File: src/rtl/core/bcfa_pkg.sv
`timescale 1ns / 1ps
`default_nettype none
// ----------------------------------------------------------------------------
// bcfa_pkg
// Shared types, codes and saturation helpers of the biquad cascade ANC block.
// ----------------------------------------------------------------------------
package bcfa_pkg;

    typedef enum logic [1:0] {
        OP_SAMPLE = 2'd0,
        OP_COEF   = 2'd1,
        OP_TAP    = 2'd2,
        OP_CLEAR  = 2'd3
    } t_opcode;

    typedef struct packed {
        t_opcode            op;
        logic signed [23:0] ref_sample;
        logic signed [23:0] err_sample;
        logic [7:0]         coef_index;
        logic signed [31:0] coef_value;
    } t_cmd;

    typedef enum logic [2:0] {
        ST_CLEAR,
        ST_IDLE,
        ST_BQ,
        ST_GAIN,
        ST_FIR,
        ST_FIN,
        ST_OUT
    } t_state;

    typedef enum logic [2:0] {
        TAG_B0,
        TAG_B1,
        TAG_B2,
        TAG_A1,
        TAG_A2,
        TAG_GAIN,
        TAG_FIR
    } t_tag;

    localparam logic [0:0]         CFG_TOTAL_GAIN  = 1'b0;
    localparam logic [0:0]         CFG_FIR_LENGTH  = 1'b1;
    localparam logic signed [31:0] GAIN_RESET      = 32'sd16777216;
    localparam logic [8:0]         LEN_RESET       = 9'd256;
    localparam int                 COEFS_PER_STAGE = 5;
    localparam logic signed [63:0] ACC_LIM         = 64'sh4000_0000_0000_0000;

    function automatic logic ovf24(input logic signed [63:0] v);
        return (v > 64'sd8388607) || (v < -64'sd8388608);
    endfunction

    function automatic logic [23:0] sat24(input logic signed [63:0] v);
        if (v > 64'sd8388607) begin
            return 24'h7F_FFFF;
        end else if (v < -64'sd8388608) begin
            return 24'h80_0000;
        end
        return v[23:0];
    endfunction

    function automatic logic [47:0] sat48(input logic signed [63:0] v);
        if (v > 64'sd140737488355327) begin
            return 48'h7FFF_FFFF_FFFF;
        end else if (v < -64'sd140737488355328) begin
            return 48'h8000_0000_0000;
        end
        return v[47:0];
    endfunction

endpackage
`default_nettype wire

File: src/rtl/core/bcfa_front.sv
`timescale 1ns / 1ps
`default_nettype none
// ----------------------------------------------------------------------------
// bcfa_front
// Accept input transactions, drop out-of-range writes, queue commands.
// ----------------------------------------------------------------------------
module bcfa_front
    import bcfa_pkg::*;
#(
    parameter int NUM_STAGES = 10,
    parameter int FIR_TAPS   = 256
) (
    input  wire logic        i_clk,
    input  wire logic        i_rst_n,
    input  wire logic        i_s_axis_tvalid,
    output logic             o_s_axis_tready,
    input  wire logic [87:0] i_s_axis_tdata,
    input  wire logic [1:0]  i_s_axis_tuser,
    input  wire logic        i_hold,
    output logic             o_cmd_valid,
    output t_cmd             o_cmd,
    input  wire logic        i_cmd_pop
);

    localparam int NCOEF = NUM_STAGES * COEFS_PER_STAGE;

    t_cmd       in_cmd;
    logic       keep;
    logic       push;
    t_cmd       r_q [2];
    logic       r_wp;
    logic       r_rp;
    logic [1:0] r_fill;

    always_comb begin
        in_cmd.op         = t_opcode'(i_s_axis_tuser);
        in_cmd.ref_sample = i_s_axis_tdata[23:0];
        in_cmd.err_sample = i_s_axis_tdata[47:24];
        in_cmd.coef_index = i_s_axis_tdata[55:48];
        in_cmd.coef_value = i_s_axis_tdata[87:56];
        case (in_cmd.op)
            OP_COEF: keep = (32'(in_cmd.coef_index) < NCOEF);
            OP_TAP:  keep = (32'(in_cmd.coef_index) < FIR_TAPS);
            default: keep = 1'b1;
        endcase
    end

    assign o_s_axis_tready = (r_fill != 2'd2) && !i_hold;
    assign push            = i_s_axis_tvalid && o_s_axis_tready && keep;
    assign o_cmd_valid     = (r_fill != 2'd0);
    assign o_cmd           = r_q[r_rp];

    always_ff @(posedge i_clk) begin
        if (push) begin
            r_q[r_wp] <= in_cmd;
        end
    end

    always_ff @(posedge i_clk) begin
        if (!i_rst_n) begin
            r_wp   <= 1'b0;
            r_rp   <= 1'b0;
            r_fill <= 2'd0;
        end else begin
            if (push) begin
                r_wp <= ~r_wp;
            end
            if (i_cmd_pop) begin
                r_rp <= ~r_rp;
            end
            r_fill <= r_fill + 2'(push) - 2'(i_cmd_pop);
        end
    end

endmodule
`default_nettype wire

File: config.mk
export PLATFORM = sky130hd
export DESIGN_NAME = bcfa_front
export DESIGN_NICKNAME = d
export VERILOG_FILES = /design/src/rtl/core/bcfa_pkg.sv /design/src/rtl/core/bcfa_front.sv
export SDC_FILE = /design/constraint.sdc
export NUM_CORES = 1
export LEC_CHECK = 0
export ABC_AREA = 1
export ABC_CLOCK_PERIOD_IN_PS = 9100
export BUFFER_PORTS_ARGS = -buffer_cell sky130_fd_sc_hd__buf_2
export CAP_MARGIN = 20
export CORE_UTILIZATION = 57
export DETAILED_ROUTE_END_ITERATION = 6
export GPL_ROUTABILITY_DRIVEN = 1
export PLACE_DENSITY = 0.85
export SETUP_SLACK_MARGIN = 0.05
export SYNTH_ARGS = -nofsm -noshare
export SYNTH_HDL_FRONTEND = slang
export SYNTH_SLANG_ARGS = --single-unit
File: constraint.sdc
create_clock -name i_clk -period 9.1 [get_ports i_clk]
set_input_delay 1.365 -clock i_clk [delete_from_list [all_inputs] [get_ports i_clk]]
set_output_delay 1.365 -clock i_clk [all_outputs]
set_load 0.005 [all_outputs]
==> results of run 1 <==
## power by group
| part | switching (mW) | internal [mW] | total, mW |
|---|---|---|---|
| combinational | 0.0724 | 0.0941 | 0.167 |
| sequential | 0.0149 | 0.973 | 0.987 |
| clock | 0.281 | 0.455 | 0.736 |
| total | 0.368 | 1.52 | 1.89 |
## per-stage QoR
| step | power, mW | instances | area [sq um] | hold WS (ps) | setup WS, ps |
|---|---|---|---|---|---|
| 6_report | 1.89 | 706 | 8860 | 510 | 5090 |
| 5_1_grt | 1.95 | 706 | 8860 | 529 | 4960 |
| 4_1_cts | 1.90 | 704 | 8800 | 510 | 5020 |
| 3_5_place_dp | 1.17 | 672 | 8210 | 491 | 5110 |
| 3_3_place_gp | 1.16 | 672 | 8210 | 471 | 5190 |
| 2_1_floorplan | 1.11 | 326 | 7230 | 458 | 3080 |
## cells in the final DEF (no fill, tap or decap)
| master | netlist | routed |
|---|---|---|
| clkbuf_1 | 0 | 4 |
| o21ai_0 | 1 | 1 |
| dfxtp_1 | 5 | 4 |
| buf_16 | 0 | 2 |
| nand2_1 | 13 | 13 |
| nor2_1 | 9 | 8 |
| dfxtp_4 | 0 | 1 |
| inv_1 | 12 | 11 |
| nor2_4 | 0 | 1 |
| bufinv_16 | 0 | 4 |
| mux2_4 | 90 | 90 |
| clkinv_2 | 0 | 1 |
| buf_4 | 0 | 2 |
| inv_4 | 0 | 1 |
| a21oi_1 | 2 | 2 |
| nand3_1 | 1 | 1 |
| ha_1 | 2 | 2 |
| clkbuf_16 | 0 | 17 |
| clkinv_4 | 0 | 1 |
| buf_2 | 0 | 186 |
| xnor2_1 | 1 | 1 |
| edfxtp_1 | 180 | 180 |
| clkinv_1 | 0 | 5 |
## final cells by class
class	instances	area, sq um
Clock inverter	11	153
Inverter	12	47.5
Sequential cell	185	5510
Clock buffer	21	440
Multi-Input combinational cell	119	1500
Tap cell	168	210
Timing Repair Buffer	190	1000
Fill cell	749	3360
## state kept, by name, summed over array words and instances (netlist names), named ones only
register	flops
r_q	180
r_wp	1
r_fill	2
r_rp	1
## worst min-delay path: cells and delay by family (launching register included)
family,cells,cell delay [ps]
DFF,1,320
AOI/OAI and AO/OA,1,70
buffers and inverters,1,80
## cells by family after synthesis
kind of cell | after synthesis | synth area share, %
compound gates | 3 | 0.208
xor+xnor | 1 | 0.121
fa+ha+maj | 2 | 0.346
buf+inv | 22 | 3.27
flops | 185 | 76.2
mux | 90 | 18.7
simple gates | 23 | 1.21
## how the worst max path moves through the flow
stage,from,endpoint,slack (ps)
after floorplan,i_s_axis_tdata[50],r_q[0][0],3080
after global placement,i_s_axis_tdata[50],r_q[0][71],5190
after detailed placement,i_s_axis_tdata[50],r_q[0][50],5110
after CTS,register,o_cmd[27],5020
after global routing,register,o_cmd[27],4960
final,register,o_cmd[27],5090
## layer usage
| layer | track usage (%) | wire, um |
|---|---|---|
| met4 | 9.09 | 187 |
| met2 | 30.2 | 5820 |
| met5 | 0 | 0 |
| met1 | 22.5 | 4850 |
| met3 | 6.62 | 952 |
==> impl_metrics.yaml, run 1 <==
outcome:
  status: "completed"
setup_path:
  rr_startpoint: "r_fill[0]"
  critPathLaunchType: "register"
  ff2ff_path_depth: 7
  cp_top_family: "buffers and inverters"
  crit_fanout: 54
  timing.rr.end: "r_q[0][50]"
  critical-path-max-stage-delay_ps: 880
  cp_cell_sequence: "buf_4, mux2_4, buf_2"
  worstSetupPathDepth: 3
  crit_type: "register to output pin"
  crit_path_top_delay_cell: "buf_4"
  worst-endpoint-required_ps: 7740
  cp_data_arrival_time_ps: 2640
  reg2reg_slack_ps: 6790
  critPathBufInv: 2
  end_kind: "output pin"
route:
  vias: 3544
  route.detailed.vias_per_inst: 5.02
  drt_iter0_drc: 233
  drtAntennaViolNets: 0
  wl_per_cell_um: 16.7
  dr.pass1.iters: 4
  wirelength_mm: 11.8
  drc_errors: 0
min_path:
  hold_end: "r_fill[1]"
  worstHoldPathCells: 2
  hold_class: "register to register"
  min_from: "r_fill[1]"
yosys:
  yosys_warnings: 0
  synth-seq-cells: 185
  ys_top_cells_by_area: "edfxtp_1 75%, mux2_4 19%, buf_12 2.5%, dfxtp_1 1.4%, nand2_1 0.67%"
  synth_top_area_cell: "edfxtp_1"
  syn-num-nets: 423
  synth-main-ff-cell: "edfxtp_1"
  synthMostInstantiatedCell: "edfxtp_1"
  synth_area_sq_mm: 0.00723
  synth-edff-count: 180
  yosysSeqAreaShare_pct: 76.2
  synth_cells: 326
  avgSynthCellArea_sq_um: 22.2
  synth.top_cells.by_count: "180 x edfxtp_1, 90 x mux2_4, 13 x nand2_1"
  synthArstFlopShare_pct: 0
  yosysTopAreaCellShare_pct: 74.8
  synth_cell_types: 13
global_route:
  grt_max_degree: 91
  antenna_found_initial: 0
  grt_pass1_vias: 3546
  gr-total-overflow: 0
  grt_pass1_wl_mm: 17.6
  groute.usage.overall_pct: 18.7
die:
  rows: 40
  die_w_um: 115
  die-area_sq_mm: 0.0131
  core_sq_mm: 0.0122
  ios: 187
  initial_core_util_pct: 59.2
  fp.dieH_um: 115
pwr:
  peakVddDrop_v: 0.000149
  p_leak_nw: 3.56
  power_density_mw_per_mm2: 213
sta:
  drv_slew: 0
  rsz0062_at_grt: "no"
  finalClockSkew_ps: 6.85
  finalSetupViolations: 0
  finalHoldViolCount: 0
  setup-tns-final_ps: 0
  fmax_ghz: 0.250
  tightestPinTransition_ps: 991
  max_slew_margin_pct: 34.0
  min_period_over_period_pct: 44.0
  finalCriticalPeriod_ps: 4010
place:
  dpl.hpwl_mm: 7.64
  portBuffers: 186
  place.gp.congestion: 0.676
layout:
  area_delta_synth_final_pct: 22.5
  diodes: 0
  nets: 622
  drive_above_1_share_pct: 56.9
  final_core_util_pct: 72.5
clock_network:
  clockBufferDepth: 2
  clock_latency_ps: 420
  cts.sinks: 185
  post_cts_buffers: 0
  path_clk_slew_ps: 60
  cts_htree_levels: 4
  cts_buffers: 17
  cts_resized: 0
  tritoncts: "yes"
  cts_root_buf: "clkbuf_16"
  ctsHoldBuffers: 0
job:
  maxCapViolations: 0
(Power assumes the default switching activity.)
==> run 2, diff against run 1 <==
- ABC_CLOCK_PERIOD_IN_PS: 9100 -> 3600
- CORE_UTILIZATION: 57 -> 48
- PLACE_DENSITY: 0.85 -> 0.76
- clock period: 9.1 -> 3.6 ns (I/O delays scaled with it)
==> run 2 against run 1 <==
  * Critical path depth did not move
  * Largest power group unchanged
  * Power rose by 150%
  * Register-to-register slack lost 5100 ps
  * Clock power increased by 140%
  * Global-route usage decreased by 2.4 points
  * Combinational power rose to 2.5 times the previous value
  * Cell count is 2.5% higher
  * Clock skew up 1.5 ps
  * Setup slack lost 4100 ps
==> impl_metrics.yaml, run 2 (synthesized netlist as in run 1, its figures left out) <==
setup_path:
  reg2reg_slack_ps: 1660
  cp_data_arrival_time_ps: 2060
  ff2ff_path_depth: 7
  crit_type: "register to output pin"
  critPathLaunchType: "register"
  worst-endpoint-required_ps: 3060
  rr_startpoint: "r_fill[0]"
  crit_fanout: 27
  timing.rr.end: "r_q[1][71]"
  end_kind: "output pin"
clock_network:
  cts_resized: 0
  tritoncts: "yes"
  clockBufferDepth: 2
  post_cts_buffers: 0
  cts_buffers: 17
  clock_latency_ps: 420
  cts_root_buf: "clkbuf_16"
  ctsHoldBuffers: 0
  path_clk_slew_ps: 70
  cts_htree_levels: 4
  cts.sinks: 185
min_path:
  worstHoldPathCells: 1
  hold_class: "input port to register"
  hold_end: "r_q[0][48]"
  min_from: "i_s_axis_tdata[32]"
pwr:
  p_leak_nw: 3.53
  peakVddDrop_v: 0.000361
  finalPower_mw: 4.67
  power_density_mw_per_mm2: 528
sta:
  finalSetupViolations: 0
  setup-tns-final_ps: 0
  finalHoldViolCount: 0
  drv_slew: 0
  min_period_over_period_pct: 72.1
  worst_slack_ps: 1000
  rsz0062_at_grt: "no"
  fmax_ghz: 0.385
  tightestPinTransition_ps: 655
  max_slew_margin_pct: 56.3
  finalClockSkew_ps: 8.32
  finalCriticalPeriod_ps: 2600
die:
  die_w_um: 125
  rows: 44
  fp.dieH_um: 125
  initial_core_util_pct: 49.6
  ios: 187
  die-area_sq_mm: 0.0156
  core_sq_mm: 0.0146
layout:
  area_delta_synth_final_pct: 22.4
  layout_common_cells: "186 x buf_2, 180 x edfxtp_1, 90 x mux2_4"
  multiInputGateArea_sq_mm: 0.00150
  final_core_util_pct: 60.6
  nets: 624
  fin_area_sq_mm: 0.00885
  layout_commonest_cell: "buf_2"
  fillCellCount: 1055
  ff_latch_area_sq_mm: 0.00551
  top_regs: "r_q (180), r_fill (2)"
  top_register: "r_q"
  drive_above_1_share_pct: 57.6
  largest_register_ff_count: 180
  diodes: 0
place:
  place_area_sq_mm: 0.00828
  pre_cts_slack_ps: 1270
  portBuffers: 186
  dpl.hpwl_mm: 8.14
  place.gp.congestion: 0.754
route:
  drc_errors: 0
  route.detailed.vias_per_inst: 4.86
  drtAntennaViolNets: 0
  vias: 3517
  drt_iter0_drc: 218
  dr.pass1.iters: 4
  wirelength_mm: 12.2
  wl_per_cell_um: 16.8
global_route:
  grt_max_degree: 48
  groute.usage.overall_pct: 16.3
  gr-total-overflow: 0
  antenna_found_initial: 0
  grt_pass1_wl_mm: 18.9
  grt_pass1_vias: 3631
job:
  maxCapViolations: 0
outcome:
  status: "completed"
==> run 2: per-stage QoR <==
stage	hold WS (ps)	instances
after floorplan	458	326
after detailed placement	481	692
after CTS	285	724
after global routing	281	724
final	306	724
after global placement	469	692
==> run 2: power breakdown <==
part | switching [mW] | internal [mW]
Combinational | 0.189 | 0.234
Sequential | 0.0303 | 2.46
Clock | 0.744 | 1.02
==> run 2: how the worst max path moves through the flow <==
stage	start	endpoint	slack, ps	depth (start not counted)
3_3_place_gp	i_s_axis_tdata[50]	r_q[1][20]	1300	9
4_1_cts	register	o_cmd[50]	950	3
3_5_place_dp	i_s_axis_tdata[50]	r_q[1][82]	1270	9
2_1_floorplan	i_s_axis_tdata[50]	r_q[1][0]	470	7
5_1_grt	register	o_cmd[50]	900	3
6_report	register	o_cmd[10]	1000	3
==> run 2: critical path, stage by stage, from the launching register on <==
cell and delay (ps):
dfxtp_4 610, buf_4 520, mux2_4 350, buf_2 130
==> run 2: final cells by class <==
class	instances	share of cell area, %
well taps	184	2.60
clock inverters	12	1.43
flip-flops and latches	185	62.3
repair buffers	192	11.3
clock buffers	20	4.94
inverters	12	0.537
multi-input cells	119	16.9
==> run 2: per-layer routing <==
| layer | routed length [um] | part of all wire [%] | track usage [%] | up-vias |
|---|---|---|---|---|
| met1 | 5010 | 41 | 19.6 | 1718 |
| met4 | 186 | 1.5 | 6.38 | 0 |
| li1 | - | - | - | 1657 |
| met2 | 6090 | 50 | 26.7 | 127 |
| met5 | 0 | 0 | 0 | - |
| met3 | 869 | 7.1 | 5.88 | 15 |
